File: src/hw/rtl/tccc_pkg.sv
`timescale 1ns / 1ps

package tccc_pkg;

   localparam logic [1:0] ACT_NONE  = 2'd0;
   localparam logic [1:0] ACT_GLYPH = 2'd1;
   localparam logic [1:0] ACT_SPACE = 2'd2;
   localparam logic [1:0] ACT_CLEAR = 2'd3;

   localparam logic [7:0] CHAR_BS    = 8'h08;
   localparam logic [7:0] CHAR_LF    = 8'h0a;
   localparam logic [7:0] CHAR_FF    = 8'h0c;
   localparam logic [7:0] CHAR_CR    = 8'h0d;
   localparam logic [7:0] CHAR_SPACE = 8'h20;
   localparam logic [7:0] CHAR_TILDE = 8'h7e;

   localparam logic [7:0] COLS_RESET = 8'd80;
   localparam logic [7:0] ROWS_RESET = 8'd50;

   localparam logic CSR_TEXT_COLUMNS = 1'b0;
   localparam logic CSR_TEXT_ROWS    = 1'b1;

   typedef struct packed {
      logic [1:0] draw_action;
      logic [7:0] glyph_code;
      logic [7:0] plot_col;
      logic [7:0] plot_row;
      logic       erase_old_cursor;
      logic       hide_cursor;
      logic       scroll_up;
      logic [7:0] cursor_col;
      logic [7:0] cursor_row;
   } result_type;

endpackage

File: src/hw/rtl/text_console_cursor_control_unit.sv
`timescale 1ns / 1ps

// channel   direction  handshake            payload
// req       in         req_valid/req_ready  req_char_byte
// rsp       out        rsp_valid/rsp_ready  rsp_draw_action .. rsp_cursor_row
// csr       in         csr_write_enable     csr_index, csr_write_data
//
// one byte per cycle sustained while rsp is not stalled; from req to rsp a byte passes
// through the input register, then the result register
// the cursor updates as a byte moves from the input register into the result register
// synchronous reset: cursor at (0,0), 80 columns, 50 rows, both stages empty
// a stalled rsp holds the result; the input register still takes one more transaction

module text_console_cursor_control_unit (
   input  logic       clock,
   input  logic       reset,
   input  logic       req_valid,
   output logic       req_ready,
   input  logic [7:0] req_char_byte,
   output logic       rsp_valid,
   input  logic       rsp_ready,
   output logic [1:0] rsp_draw_action,
   output logic [7:0] rsp_glyph_code,
   output logic [7:0] rsp_plot_col,
   output logic [7:0] rsp_plot_row,
   output logic       rsp_erase_old_cursor,
   output logic       rsp_hide_cursor,
   output logic       rsp_scroll_up,
   output logic [7:0] rsp_cursor_col,
   output logic [7:0] rsp_cursor_row,
   input  logic       csr_write_enable,
   input  logic       csr_index,
   input  logic [7:0] csr_write_data
);

   logic                 in_valid_ff;
   logic [7:0]           in_char_ff;
   logic                 out_valid_ff;
   tccc_pkg::result_type out_ff;
   logic [7:0]           cols_ff;
   logic [7:0]           rows_ff;
   logic [7:0]           col_ff;
   logic [7:0]           row_ff;
   tccc_pkg::result_type step_in;
   logic                 advance;

   tccc_step u_step (
      .char_byte    (in_char_ff),
      .cur_col      (col_ff),
      .cur_row      (row_ff),
      .text_columns (cols_ff),
      .text_rows    (rows_ff),
      .result       (step_in)
   );

   assign advance   = in_valid_ff && (!out_valid_ff || rsp_ready);
   assign req_ready = !in_valid_ff || advance;

   always_ff @(posedge clock) begin
      if (reset) begin
         in_valid_ff  <= 1'b0;
         out_valid_ff <= 1'b0;
         cols_ff      <= tccc_pkg::COLS_RESET;
         rows_ff      <= tccc_pkg::ROWS_RESET;
         col_ff       <= 8'd0;
         row_ff       <= 8'd0;
      end else begin
         if (req_ready) begin
            in_valid_ff <= req_valid;
         end
         if (advance) begin
            out_valid_ff <= 1'b1;
            col_ff       <= step_in.cursor_col;
            row_ff       <= step_in.cursor_row;
         end else if (rsp_ready) begin
            out_valid_ff <= 1'b0;
         end
         if (csr_write_enable) begin
            if (csr_index == tccc_pkg::CSR_TEXT_COLUMNS) begin
               cols_ff <= csr_write_data;
            end else begin
               rows_ff <= csr_write_data;
            end
         end
      end
   end

   always_ff @(posedge clock) begin
      if (req_valid && req_ready) begin
         in_char_ff <= req_char_byte;
      end
      if (advance) begin
         out_ff <= step_in;
      end
   end

   assign rsp_valid            = out_valid_ff;
   assign rsp_draw_action      = out_ff.draw_action;
   assign rsp_glyph_code       = out_ff.glyph_code;
   assign rsp_plot_col         = out_ff.plot_col;
   assign rsp_plot_row         = out_ff.plot_row;
   assign rsp_erase_old_cursor = out_ff.erase_old_cursor;
   assign rsp_hide_cursor      = out_ff.hide_cursor;
   assign rsp_scroll_up        = out_ff.scroll_up;
   assign rsp_cursor_col       = out_ff.cursor_col;
   assign rsp_cursor_row       = out_ff.cursor_row;

endmodule

File: src/hw/rtl/tccc_step.sv
`timescale 1ns / 1ps

module tccc_step (
   input  logic [7:0]           char_byte,
   input  logic [7:0]           cur_col,
   input  logic [7:0]           cur_row,
   input  logic [7:0]           text_columns,
   input  logic [7:0]           text_rows,
   output tccc_pkg::result_type result
);

   logic [7:0] cols;
   logic [7:0] rows;
   logic [7:0] col;
   logic [7:0] row;
   logic [8:0] col_inc;
   logic [8:0] row_next;

   assign cols    = (text_columns == 8'd0) ? 8'd1 : text_columns;
   assign rows    = (text_rows == 8'd0) ? 8'd1 : text_rows;
   assign col     = (cur_col >= cols) ? cols - 8'd1 : cur_col;
   assign row     = (cur_row >= rows) ? rows - 8'd1 : cur_row;
   assign col_inc = {1'b0, col} + 9'd1;

   always_comb begin
      result = '0;
      result.cursor_col = col;
      row_next = {1'b0, row};
      case (char_byte) inside
         [tccc_pkg::CHAR_SPACE:tccc_pkg::CHAR_TILDE]: begin
            result.draw_action = tccc_pkg::ACT_GLYPH;
            result.glyph_code  = char_byte;
            result.plot_col    = col;
            result.plot_row    = row;
            result.hide_cursor = 1'b1;
            if (col_inc >= {1'b0, cols}) begin
               result.cursor_col = 8'd0;
               row_next = {1'b0, row} + 9'd1;
            end else begin
               result.cursor_col = col_inc[7:0];
            end
         end
         tccc_pkg::CHAR_BS: begin
            result.erase_old_cursor = 1'b1;
            if (col != 8'd0) begin
               result.cursor_col = col - 8'd1;
            end else if (row != 8'd0) begin
               result.cursor_col = cols - 8'd1;
               row_next = {1'b0, row - 8'd1};
            end
            result.draw_action = tccc_pkg::ACT_SPACE;
            result.glyph_code  = tccc_pkg::CHAR_SPACE;
            result.plot_col    = result.cursor_col;
            result.plot_row    = row_next[7:0];
         end
         tccc_pkg::CHAR_LF: begin
            result.erase_old_cursor = 1'b1;
            row_next = {1'b0, row} + 9'd1;
         end
         tccc_pkg::CHAR_CR: begin
            result.erase_old_cursor = 1'b1;
            result.cursor_col = 8'd0;
         end
         tccc_pkg::CHAR_FF: begin
            result.draw_action = tccc_pkg::ACT_CLEAR;
            result.hide_cursor = 1'b1;
            result.cursor_col  = 8'd0;
            row_next = 9'd0;
         end
         default: begin
            result.draw_action = tccc_pkg::ACT_NONE;
         end
      endcase
      if (row_next >= {1'b0, rows}) begin
         result.cursor_row = rows - 8'd1;
         result.scroll_up  = 1'b1;
      end else begin
         result.cursor_row = row_next[7:0];
      end
   end

endmodule
File: config.mk
export PLATFORM = sky130hd
export DESIGN_NAME = text_console_cursor_control_unit
export DESIGN_NICKNAME = d
export VERILOG_FILES = /design/src/hw/rtl/tccc_pkg.sv /design/src/hw/rtl/text_console_cursor_control_unit.sv /design/src/hw/rtl/tccc_step.sv
export SDC_FILE = /design/constraint.sdc
export NUM_CORES = 1
export LEC_CHECK = 0
export ABC_AREA = 1
export ABC_CLOCK_PERIOD_IN_PS = 6200
export BUFFER_PORTS_ARGS = -buffer_cell sky130_fd_sc_hd__buf_4
export CAP_MARGIN = 40
export CORE_ASPECT_RATIO = 1.1
export CORE_MARGIN = 10
export CORE_UTILIZATION = 35
export DETAILED_ROUTE_END_ITERATION = 10
export PLACE_DENSITY = 0.58
export SKIP_LAST_GASP = 1
export SYNTH_ARGS = -nofsm -noshare
export SYNTH_HDL_FRONTEND = slang
export SYNTH_HIERARCHICAL = 1
export SYNTH_SLANG_ARGS = --single-unit
File: constraint.sdc
create_clock -name clock -period 6.2 [get_ports clock]
set_clock_uncertainty 0.15 [all_clocks]
set_input_delay 0.31 -clock clock [delete_from_list [all_inputs] [get_ports clock]]
set_output_delay 0.31 -clock clock [all_outputs]
set_load 0.05 [all_outputs]
* Word level (Yosys, flattened, before mapping)
Index checks and enable logic that the tools add are counted.
** Operators by class
- Reductions and logical operators :: 14
- Mux-type cells :: 37
- Magnitude comparators :: 6
- Bitwise operators :: 1
- Equality and inequality tests :: 4
- Add/sub/neg operators :: 6
** Operator list (count)
- 8-bit 2-to-1 mux :: 17
- 9-bit 2-to-1 mux :: 4
- 8-bit by 4-bit == test with 1-bit output, second input constant :: 4
- 8-bit by 1-bit subtractor with 8-bit output, second input constant :: 4
- 24-bit 2-to-1 mux :: 1
- 22-bit 2-to-1 mux :: 1
- 8-bit by 1-bit adder with 9-bit output, second input constant :: 2
- 9-bit by 8-bit >= comparator with 1-bit output :: 2
- 8-bit >= comparator :: 2
- 8-bit logical NOT :: 2
- 8-bit nonzero test :: 2
- 1-bit 2-to-1 mux :: 10
- 8-bit by 6-bit >= comparator with 1-bit output, second input constant :: 1
- 8-bit by 7-bit <= comparator with 1-bit output, second input constant :: 1
- 2-bit 2-to-1 mux :: 4
- 2-bit AND reduction :: 2
- 1-bit logical AND :: 3
- 1-bit logical NOT :: 2
- 1-bit logical OR :: 2
- 2-bit nonzero test :: 1
- 1-bit NOT :: 1
** Word-level totals
- Input bits :: 22
- Output and inout port bits :: 47
- Flip-flop bits (word level) :: 87

* Logic depth before layout (Yosys ltp)
Gate-level depths: netlist of run 1.
- Depth after elaboration :: 11
- Gate-level depth with buffers :: 47
- Gate-level depth less buffers :: 46

* Modules after synthesis
Netlist of run 1, hierarchy kept.
** Modules (own cells, without submodules)
- tccc_step :: area an instance 3447.1 µm², instances 1, cells each 600
- text_console_cursor_control_unit :: area an instance 3012.9 µm², instances 1, cells each 241

* Worst setup path after synthesis of run 1
Ideal clock, no wire load.
- Path type :: flip-flop to flip-flop
- Start point :: register cols_ff[2]
- End point :: register row_ff[7]
- Arrival :: 5.252 ns
- Period minus slack after synthesis :: 5.517 ns
- Setup time :: 0.115 ns
- Buffers on the path :: 2
- Stages on the path, launching flop included :: 46
- Slack :: 0.683 ns
- Cells stage by stage :: dfxtp_1 inv_2 nand2_2 nor2_4 nand2_2 nand2_1 ha_1 inv_1 nand2_1 nand2_1 nand2_1 nand2_1 nand2_2 nand3_4 buf_12 o21ai_2 inv_1 ha_1 [10 not listed] buf_6 o21ai_1 nand2_1 and2_1 ha_1 a21oi_1 o221a_2 o21ai_0 a21oi_1 o31ai_1 a21oi_4 inv_4 nand3_1 nand2_1 inv_1 nand3_1 nand2_1 nor2_1
** RTL lines
- start, declared :: RTL line text_console_cursor_control_unit.sv:40 : logic [7:0] cols_ff;
- start signal, assigned :: RTL line text_console_cursor_control_unit.sv:63 : cols_ff <= tccc_pkg::COLS_RESET;
- start signal, assigned :: RTL line text_console_cursor_control_unit.sv:80 : cols_ff <= csr_write_data;
- end signal, assigned :: RTL line text_console_cursor_control_unit.sv:74 : row_ff <= step_in.cursor_row;
- end, declared :: RTL line text_console_cursor_control_unit.sv:43 : logic [7:0] row_ff;

==> impl_summary.log, run 1 <==
INFO  metric synth_largest_area_cell = sky130_fd_sc_hd__edfxtp_1
INFO  metric r2r-start = cols_ff[2]$_SDFFE_PP0P_
INFO  metric number_of_cells_produced_by_synthesis = 841
INFO  metric hold_path.startpoint = csr_write_data[4]
INFO  metric worst_path_largest_cell_delay = 0.37 ns
INFO  metric worst_setup_path_type = reg2reg
INFO  metric fp-row-count = 52
INFO  metric global_route.usage.total = 0.148
INFO  metric finalHoldViolCount = 0
INFO  metric place.gp.congestion = 0.938
INFO  metric cts_tree = yes
INFO  metric syn_to_final_growth = 20.6%
INFO  metric postSynth.asyncResetShare = 0
INFO  metric post_drt_via_cell_ratio = 4.99
INFO  metric grt-ovfl-total = 0
INFO  metric antenna_diode_instance_count = 0
INFO  metric number_of_global_route_vias_before_repair = 5460
INFO  metric cts.clk_slew.worst_paths = 0.06 ns
INFO  metric hold_end = cols_ff[4]$_SDFFE_PP1P_
INFO  metric startpoint_type = register
INFO  metric pin_count_of_the_biggest_net_entering_global_routing = 46
INFO  metric tritoncts.num_buffers = 9
INFO  metric synth.cells.most_frequent = sky130_fd_sc_hd__nand2_1, sky130_fd_sc_hd__inv_1, sky130_fd_sc_hd__nor2_1, sky130_fd_sc_hd__nand3_1, sky130_fd_sc_hd__edfxtp_1
INFO  metric reg_to_reg_end = row_ff[4]$_SDFFE_PP0P_
INFO  metric final-max-slew-violation-count = 0
INFO  metric clkSinkCount = 87
INFO  metric cp_top_family = simple AND/OR/NAND/NOR gates
INFO  metric worst-endpoint-required = 6.34 ns
INFO  metric max_slew_headroom_at_the_worst_pin = 0.514
INFO  metric critPathCaptureType = register
INFO  metric chipWidth = 150 µm
INFO  metric finalNetCount = 989
INFO  metric final_setup_vio_count = 0
INFO  metric number_of_enable_flip_flop_cells_after_synthesis = 53
INFO  metric die_y = 162 µm
INFO  metric drive_above_1_share = 0.231
INFO  metric numPortBuffers = 68
INFO  metric power.ir.vdd_worst = 0.000130 V
INFO  metric core_area = 18300 µm²
INFO  metric start_util = 0.353
INFO  metric critPathArrivalTime = 5.96 ns
INFO  metric worst_path_max_delay_cell = sky130_fd_sc_hd__dfxtp_4
INFO  metric die_area = 24300 µm²
INFO  metric critPathMostFrequentCell = sky130_fd_sc_hd__nand2_1
INFO  metric fin_crit_sh = 0.938
INFO  metric critPathMaxFanout = 7
INFO  metric pre_antenna_drt_iters = 5
INFO  metric holdCritPathClass = in2reg
INFO  metric warnings_from_yosys = 6
INFO  metric max_cap_viol_count = 0
INFO  metric timing.reg2reg.worst_path_depth = 44
INFO  metric status = finished, final reports clean
INFO  metric htreeDepth = 3
INFO  metric power-per-cell-area = 271 nW/µm²
INFO  metric hold_ws = 0.0226 ns
INFO  metric syn-mean-instance-area = 7.68 µm²
INFO  metric fin_area = 7790 µm²
INFO  metric critical_path_stages = 44
INFO  metric reg2reg_slack = 0.39 ns
INFO  metric finalWorstPathRequiredPeriod = 5.81 ns
INFO  metric route.vias.total = 5866
INFO  metric estimated_wirelength_of_the_detail_placed_design = 13800 µm
INFO  metric clk_root_buffer_cell = sky130_fd_sc_hd__clkbuf_16
INFO  metric placement.cell_area = 7220 µm²
INFO  metric detail_route.wl_per_cell = 15.4 µm
INFO  metric synth_top_flop_cell = sky130_fd_sc_hd__edfxtp_1
INFO  metric ys_types = 54
INFO  metric drt-total-wl = 18100 µm
INFO  metric netlist_area_pre_place = 6460 µm²
INFO  metric sequential_cell_area = 2280 µm²
INFO  metric final_antenna_net_count = 0
INFO  metric cts.path.max_buffers = 2
INFO  metric synth-seq-area-share = 0.352
INFO  metric drt_drc_violations_left = 0
INFO  metric multi_input_comb_area = 3680 µm²
INFO  metric synth_top_cell_area_share = 0.246
INFO  metric max_fclk = 172 MHz
INFO  metric total_leakage_power = 3.59 nW
INFO  metric cp.buffers_inverters = 7
INFO  metric detail_route.iter0.violations = 460
INFO  metric clk-insertion-delay-late = 0.36 ns
INFO  metric boundaryPins = 69
INFO  metric most_used_standard_cell_by_instance_count_after_synthesis = sky130_fd_sc_hd__nand2_1
INFO  metric grt_pass1_wl = 28900 µm
INFO  metric number_of_antenna_violations_at_the_first_check_in_global_routing = 0
INFO  metric yosys-top-cells-area = sky130_fd_sc_hd__edfxtp_1, sky130_fd_sc_hd__nand2_1, sky130_fd_sc_hd__dfxtp_1, sky130_fd_sc_hd__ha_1, sky130_fd_sc_hd__inv_1
INFO  metric synth.ff_latch_count = 87
INFO  metric hold_path_depth = 3
INFO  metric timing_worst_slew_pin_value = 0.729 ns
INFO  metric syn_nets = 903
INFO  metric fillers = 1889
[stage by stage]
stage / TNS [ns] / power [mW] / utilization / setup WS (ns) / instances
after floorplan: 0 / 1.32 / - / 0.683 / 841
after global placement: 0 / 1.50 / 0.393 / 0.218 / 1139
after detailed placement: 0 / 1.50 / 0.395 / 0.157 / 1140
after CTS: 0 / 2.08 / 0.416 / 0.118 / 1165
after global routing: -0.0801 / 2.24 / 0.426 / -0.0206 / 1175
final: 0 / 2.11 / 0.426 / 0.386 / 1175
[power breakdown]
part | switching, mW | internal [mW] | total [mW] | leakage [nW]
clock | 0.249 | 0.317 | 0.565 | 0.139
combinational | 0.567 | 0.285 | 0.852 | 2.66
sequential | 0.0279 | 0.667 | 0.695 | 0.792
[cells by family (layout without fill, tap and decap cells)]
logic type,count (synthesis),count (layout),synth area share
AOI/OAI and AO/OA,107,107,0.0976
xor gates and xnor gates,15,15,0.0215
adders and majority gates,40,40,0.0775
buffers and inverters,140,230,0.0941
DFF,87,87,0.352
other,1,1,0.000581
and+or+nand+nor,451,452,0.357
[cell type report]
class                      count  area share
tap                          243      0.0390
timing repair buffer          95      0.0991
inverter                     119      0.0583
sequential                    87       0.293
clock buffer                   9      0.0289
multi-input combinational    615       0.472
clock inverter                 7      0.0101
[worst min-delay path: stages]
cell and delay [ns]:
sky130_fd_sc_hd__buf_4 0.09, sky130_fd_sc_hd__nand2_1 0.05, sky130_fd_sc_hd__nand3_1 0.05
[repair_timing]
action | 4_1_cts | 5_1_grt
setup buffers | 0 | 9
hold endpoints to repair | 10 | 0
hold buffers | 9 | 0
resized for setup | 0 | 27
setup endpoints to repair | 0 | 17
[registers in the layout (all words and copies together) (netlist names)]
| name | cells |
|---|---|
| rsp_cursor_col | 8 |
| rsp_cursor_row | 8 |
| in_char_ff | 8 |
| rsp_scroll_up | 1 |
| rsp_draw_action | 2 |
| col_ff | 8 |
| rsp_plot_row | 8 |
| rsp_valid | 1 |
| rows_ff | 8 |
| cols_ff | 8 |
| in_valid_ff | 1 |
| row_ff | 8 |
| rsp_erase_old_cursor | 1 |
| rsp_plot_col | 8 |
| rsp_glyph_code | 8 |
| rsp_hide_cursor | 1 |
[how the worst max path moves through the flow]
stage                            start                     end  slack [ns]
5_1_grt        cols_ff[6]$_SDFFE_PP1P_  row_ff[5]$_SDFFE_PP0P_       -0.02
3_5_place_dp   cols_ff[2]$_SDFFE_PP0P_  row_ff[3]$_SDFFE_PP0P_        0.16
3_3_place_gp   cols_ff[2]$_SDFFE_PP0P_  row_ff[3]$_SDFFE_PP0P_        0.22
2_1_floorplan  cols_ff[2]$_SDFFE_PP0P_  row_ff[7]$_SDFFE_PP0P_        0.68
4_1_cts        cols_ff[2]$_SDFFE_PP0P_  row_ff[3]$_SDFFE_PP0P_        0.12
6_report       cols_ff[2]$_SDFFE_PP0P_  row_ff[4]$_SDFFE_PP0P_        0.39
[cells in the final DEF, fill, tap and decap left out, types with 4 or more instances in the layout]
cell,n
sky130_fd_sc_hd__a21oi_1,35
sky130_fd_sc_hd__buf_4,83
sky130_fd_sc_hd__clkbuf_16,9
sky130_fd_sc_hd__dfxtp_1,30
sky130_fd_sc_hd__dlygate4sd3_1,9
sky130_fd_sc_hd__edfxtp_1,53
sky130_fd_sc_hd__ha_1,38
sky130_fd_sc_hd__inv_1,98
sky130_fd_sc_hd__inv_2,17
sky130_fd_sc_hd__nand2_1,201
sky130_fd_sc_hd__nand2_2,17
sky130_fd_sc_hd__nand2_4,9
sky130_fd_sc_hd__nand3_1,65
sky130_fd_sc_hd__nand3_2,18
sky130_fd_sc_hd__nand4_1,29
sky130_fd_sc_hd__nor2_1,78
sky130_fd_sc_hd__nor2_2,7
sky130_fd_sc_hd__nor2_4,7
sky130_fd_sc_hd__o211ai_1,6
sky130_fd_sc_hd__o21ai_0,27
sky130_fd_sc_hd__o21ai_1,12
sky130_fd_sc_hd__o21ai_2,4
sky130_fd_sc_hd__o22ai_1,5
sky130_fd_sc_hd__xor2_1,10
[per-layer routing]
layer / GRT usage / share of wire / wire, µm / up-vias
met5: 0 / 0 / 0 / -
met4: 0.0518 / 0.018 / 329 / 0
met3: 0.0295 / 0.059 / 1070 / 23
met2: 0.231 / 0.46 / 8330 / 161
met1: 0.198 / 0.46 / 8370 / 2711
li1: - / - / - / 2971
(Power assumes the default switching activity.)
==> run 2: changes to the inputs <==
ABC_CLOCK_PERIOD_IN_PS = 4900   (was 6200)
PLACE_DENSITY = 0.6   (was 0.58)
clock period = 4.9 ns   (was 6.2 ns; I/O delays follow)
==> impl_summary.log, run 2 (synthesis gave the netlist of run 1 again) <==
INFO  metric die_area = 24300 µm² (unchanged)
INFO  metric clk_root_buffer_cell = sky130_fd_sc_hd__clkbuf_16
INFO  metric htreeDepth = 3 (unchanged)
INFO  metric hold_ws = 0.0171 ns (-0.00548 ns)
INFO  metric startpoint_type = register
INFO  metric critPathArrivalTime = 5.50 ns (-0.46 ns)
INFO  metric drt_drc_violations_left = 0 (unchanged)
INFO  metric pre_antenna_drt_iters = 5 (unchanged)
INFO  metric fin_area = 9140 µm² (+17%)
INFO  metric final_core_area_utilization = 0.500 (+0.0736)
INFO  metric tns = -7.57 ns (-7.57 ns)
INFO  metric fp-row-count = 52 (unchanged)
INFO  metric global_route.usage.total = 0.165 (+0.0178)
INFO  metric pin_count_of_the_biggest_net_entering_global_routing = 34 (-26%)
INFO  metric power-per-cell-area = 325 nW/µm² (+20%)
INFO  metric cts.path.max_buffers = 2 (unchanged)
INFO  metric final_cell_mix = sky130_fd_sc_hd__buf_4, sky130_fd_sc_hd__nand2_1, sky130_fd_sc_hd__inv_1
INFO  metric worst_setup_path_type = reg2reg
INFO  metric core_area = 18300 µm² (unchanged)
INFO  metric cts.clk_slew.worst_paths = 0.06 ns (about the same)
INFO  metric cts_tree = yes
INFO  metric finalHoldViolCount = 0 (unchanged)
INFO  metric max_slew_headroom_at_the_worst_pin = 0.530 (+0.0158)
INFO  metric worst_path_largest_cell_delay = 0.32 ns (-0.05 ns)
INFO  metric drive_above_1_share = 0.367 (+0.136)
INFO  metric critPathMaxFanout = 8 (+1)
INFO  metric number_of_antenna_violations_at_the_first_check_in_global_routing = 0 (unchanged)
INFO  metric power.ir.vdd_worst = 0.000168 V (+30%)
INFO  metric finalWorstPathRequiredPeriod = 5.41 ns (-0.407 ns)
INFO  metric total_leakage_power = 4.33 nW (+21%)
INFO  metric detail_route.iter0.violations = 431 (-6.3%)
INFO  metric placement.cell_area = 8230 µm² (+14%)
INFO  metric number_of_global_route_vias_before_repair = 6251 (+14%)
INFO  metric grt_setup_unrepaired = yes
INFO  metric die_y = 162 µm (unchanged)
INFO  metric layout.cells.most_common = sky130_fd_sc_hd__buf_4
INFO  metric route.vias.total = 6402 (+9.1%)
INFO  metric antenna_diode_instance_count = 0 (unchanged)
INFO  metric numPortBuffers = 68 (unchanged)
INFO  metric sequential_cell_area = 2280 µm² (unchanged)
INFO  metric cp.buffers_inverters = 7 (unchanged)
INFO  metric start_util = 0.353 (unchanged)
INFO  metric hold_path.startpoint = csr_write_data[0]
INFO  metric fillers = 1740 (-7.9%)
INFO  metric clkSinkCount = 87 (unchanged)
INFO  metric violated_checks = negative setup slack
INFO  metric post-route-worst-setup-slack = -0.507 ns (-0.893 ns)
INFO  metric tritoncts.num_buffers = 9 (unchanged)
INFO  metric estimated_wirelength_of_the_detail_placed_design = 15600 µm (+13%)
INFO  metric grt-ovfl-total = 0 (unchanged)
INFO  metric clk-insertion-delay-late = 0.36 ns (about the same)
INFO  metric critPathMostFrequentCell = sky130_fd_sc_hd__nand2_1
INFO  metric place_worst_setup_slack = -0.549 ns (-0.706 ns)
INFO  metric grt_pass1_wl = 32300 µm (+12%)
INFO  metric final_setup_vio_count = 17 (+17)
INFO  metric fin_crit_sh = 1.10 (+0.166)
INFO  metric multi_input_comb_area = 3870 µm² (+5.3%)
INFO  metric holdCritPathClass = in2reg
INFO  metric post_drt_via_cell_ratio = 4.82 (-3.4%)
INFO  metric final_antenna_net_count = 0 (unchanged)
INFO  metric final-max-slew-violation-count = 0 (unchanged)
INFO  metric r2r-start = cols_ff[3]$_SDFFE_PP0P_
INFO  metric max_cap_viol_count = 0 (unchanged)
INFO  metric max_fclk = 185 MHz (+7.5%)
INFO  metric timing_worst_slew_pin_value = 0.703 ns (-0.0262 ns)
INFO  metric cp_top_family = compound AO/OA/AOI/OAI gates
INFO  metric finalNetCount = 1141 (+15%)
INFO  metric chipWidth = 150 µm (unchanged)
INFO  metric place.gp.congestion = 0.957 (+2.1%)
INFO  metric critical_path.startpoint = cols_ff[3]$_SDFFE_PP0P_
INFO  metric status = complete, but fails checks
INFO  metric worst_path_max_delay_cell = sky130_fd_sc_hd__dfxtp_2
INFO  metric critPathCaptureType = register
INFO  metric worst-endpoint-required = 4.99 ns (-1.35 ns)
INFO  metric syn_to_final_growth = 41.4%
INFO  metric boundaryPins = 69 (unchanged)
INFO  metric detail_route.wl_per_cell = 15.3 µm (-0.71%)
INFO  metric drt-total-wl = 20300 µm (+12%)
run 2: metrics by stage:
| stage | instances | power, mW |
|---|---|---|
| floorplan | 841 | 1.68 |
| global placement | 1266 | 2.11 |
| detailed placement | 1267 | 2.12 |
| CTS | 1322 | 2.90 |
| global route | 1327 | 3.15 |
| finish | 1327 | 2.97 |
run 2: tightest hold or removal path, cell delays in order:
cell and delay [ns]:
sky130_fd_sc_hd__buf_4 0.09, sky130_fd_sc_hd__o21ai_0 0.08, sky130_fd_sc_hd__nor2_1 0.07
run 2: per-layer routing:
metal  share of wire  up-vias  GRT usage
li1                -     3263          -
met1            0.45     2979      0.209
met2            0.48      138      0.278
met3           0.046       22     0.0300
met4           0.017        0     0.0540
met5               0        -          0
run 2: power by group:
part	switching (mW)	internal [mW]	total, mW
Combinational	0.818	0.577	1.39
Clock	0.307	0.396	0.703
Sequential	0.0292	0.844	0.873
Total	1.15	1.82	2.97
run 2: area by class of cell:
class,count,share of cell area
multi-input cells,614,0.424
flip-flops and latches,87,0.250
repair buffers,247,0.210
inverters,119,0.0500
well taps,243,0.0333
clock buffers,9,0.0247
clock inverters,7,0.00781
repair inverters,1,0.000822
run 2: final timing paths:
check | depth (start not counted) | endpoint | slack, ns
worst max register to register | 43 | row_ff[2]$_SDFFE_PP0P_ | -0.51
worst max-delay path | 43 | row_ff[2]$_SDFFE_PP0P_ | -0.51
worst min-delay path | 3 | cols_ff[0]$_SDFFE_PP0P_ | 0.02
worst min register to register | 2 | row_ff[0]$_SDFFE_PP0P_ | 0.35
run 2: repair_timing:
action / in CTS / in global routing
hold endpoints to repair: 15 / 0
pin swaps: 11 / 16
resized for setup: 14 / 43
hold buffers: 14 / 0
setup endpoints to repair: 17 / 17
gates cloned: 1 / 0
buffers inserted: 24 / 5
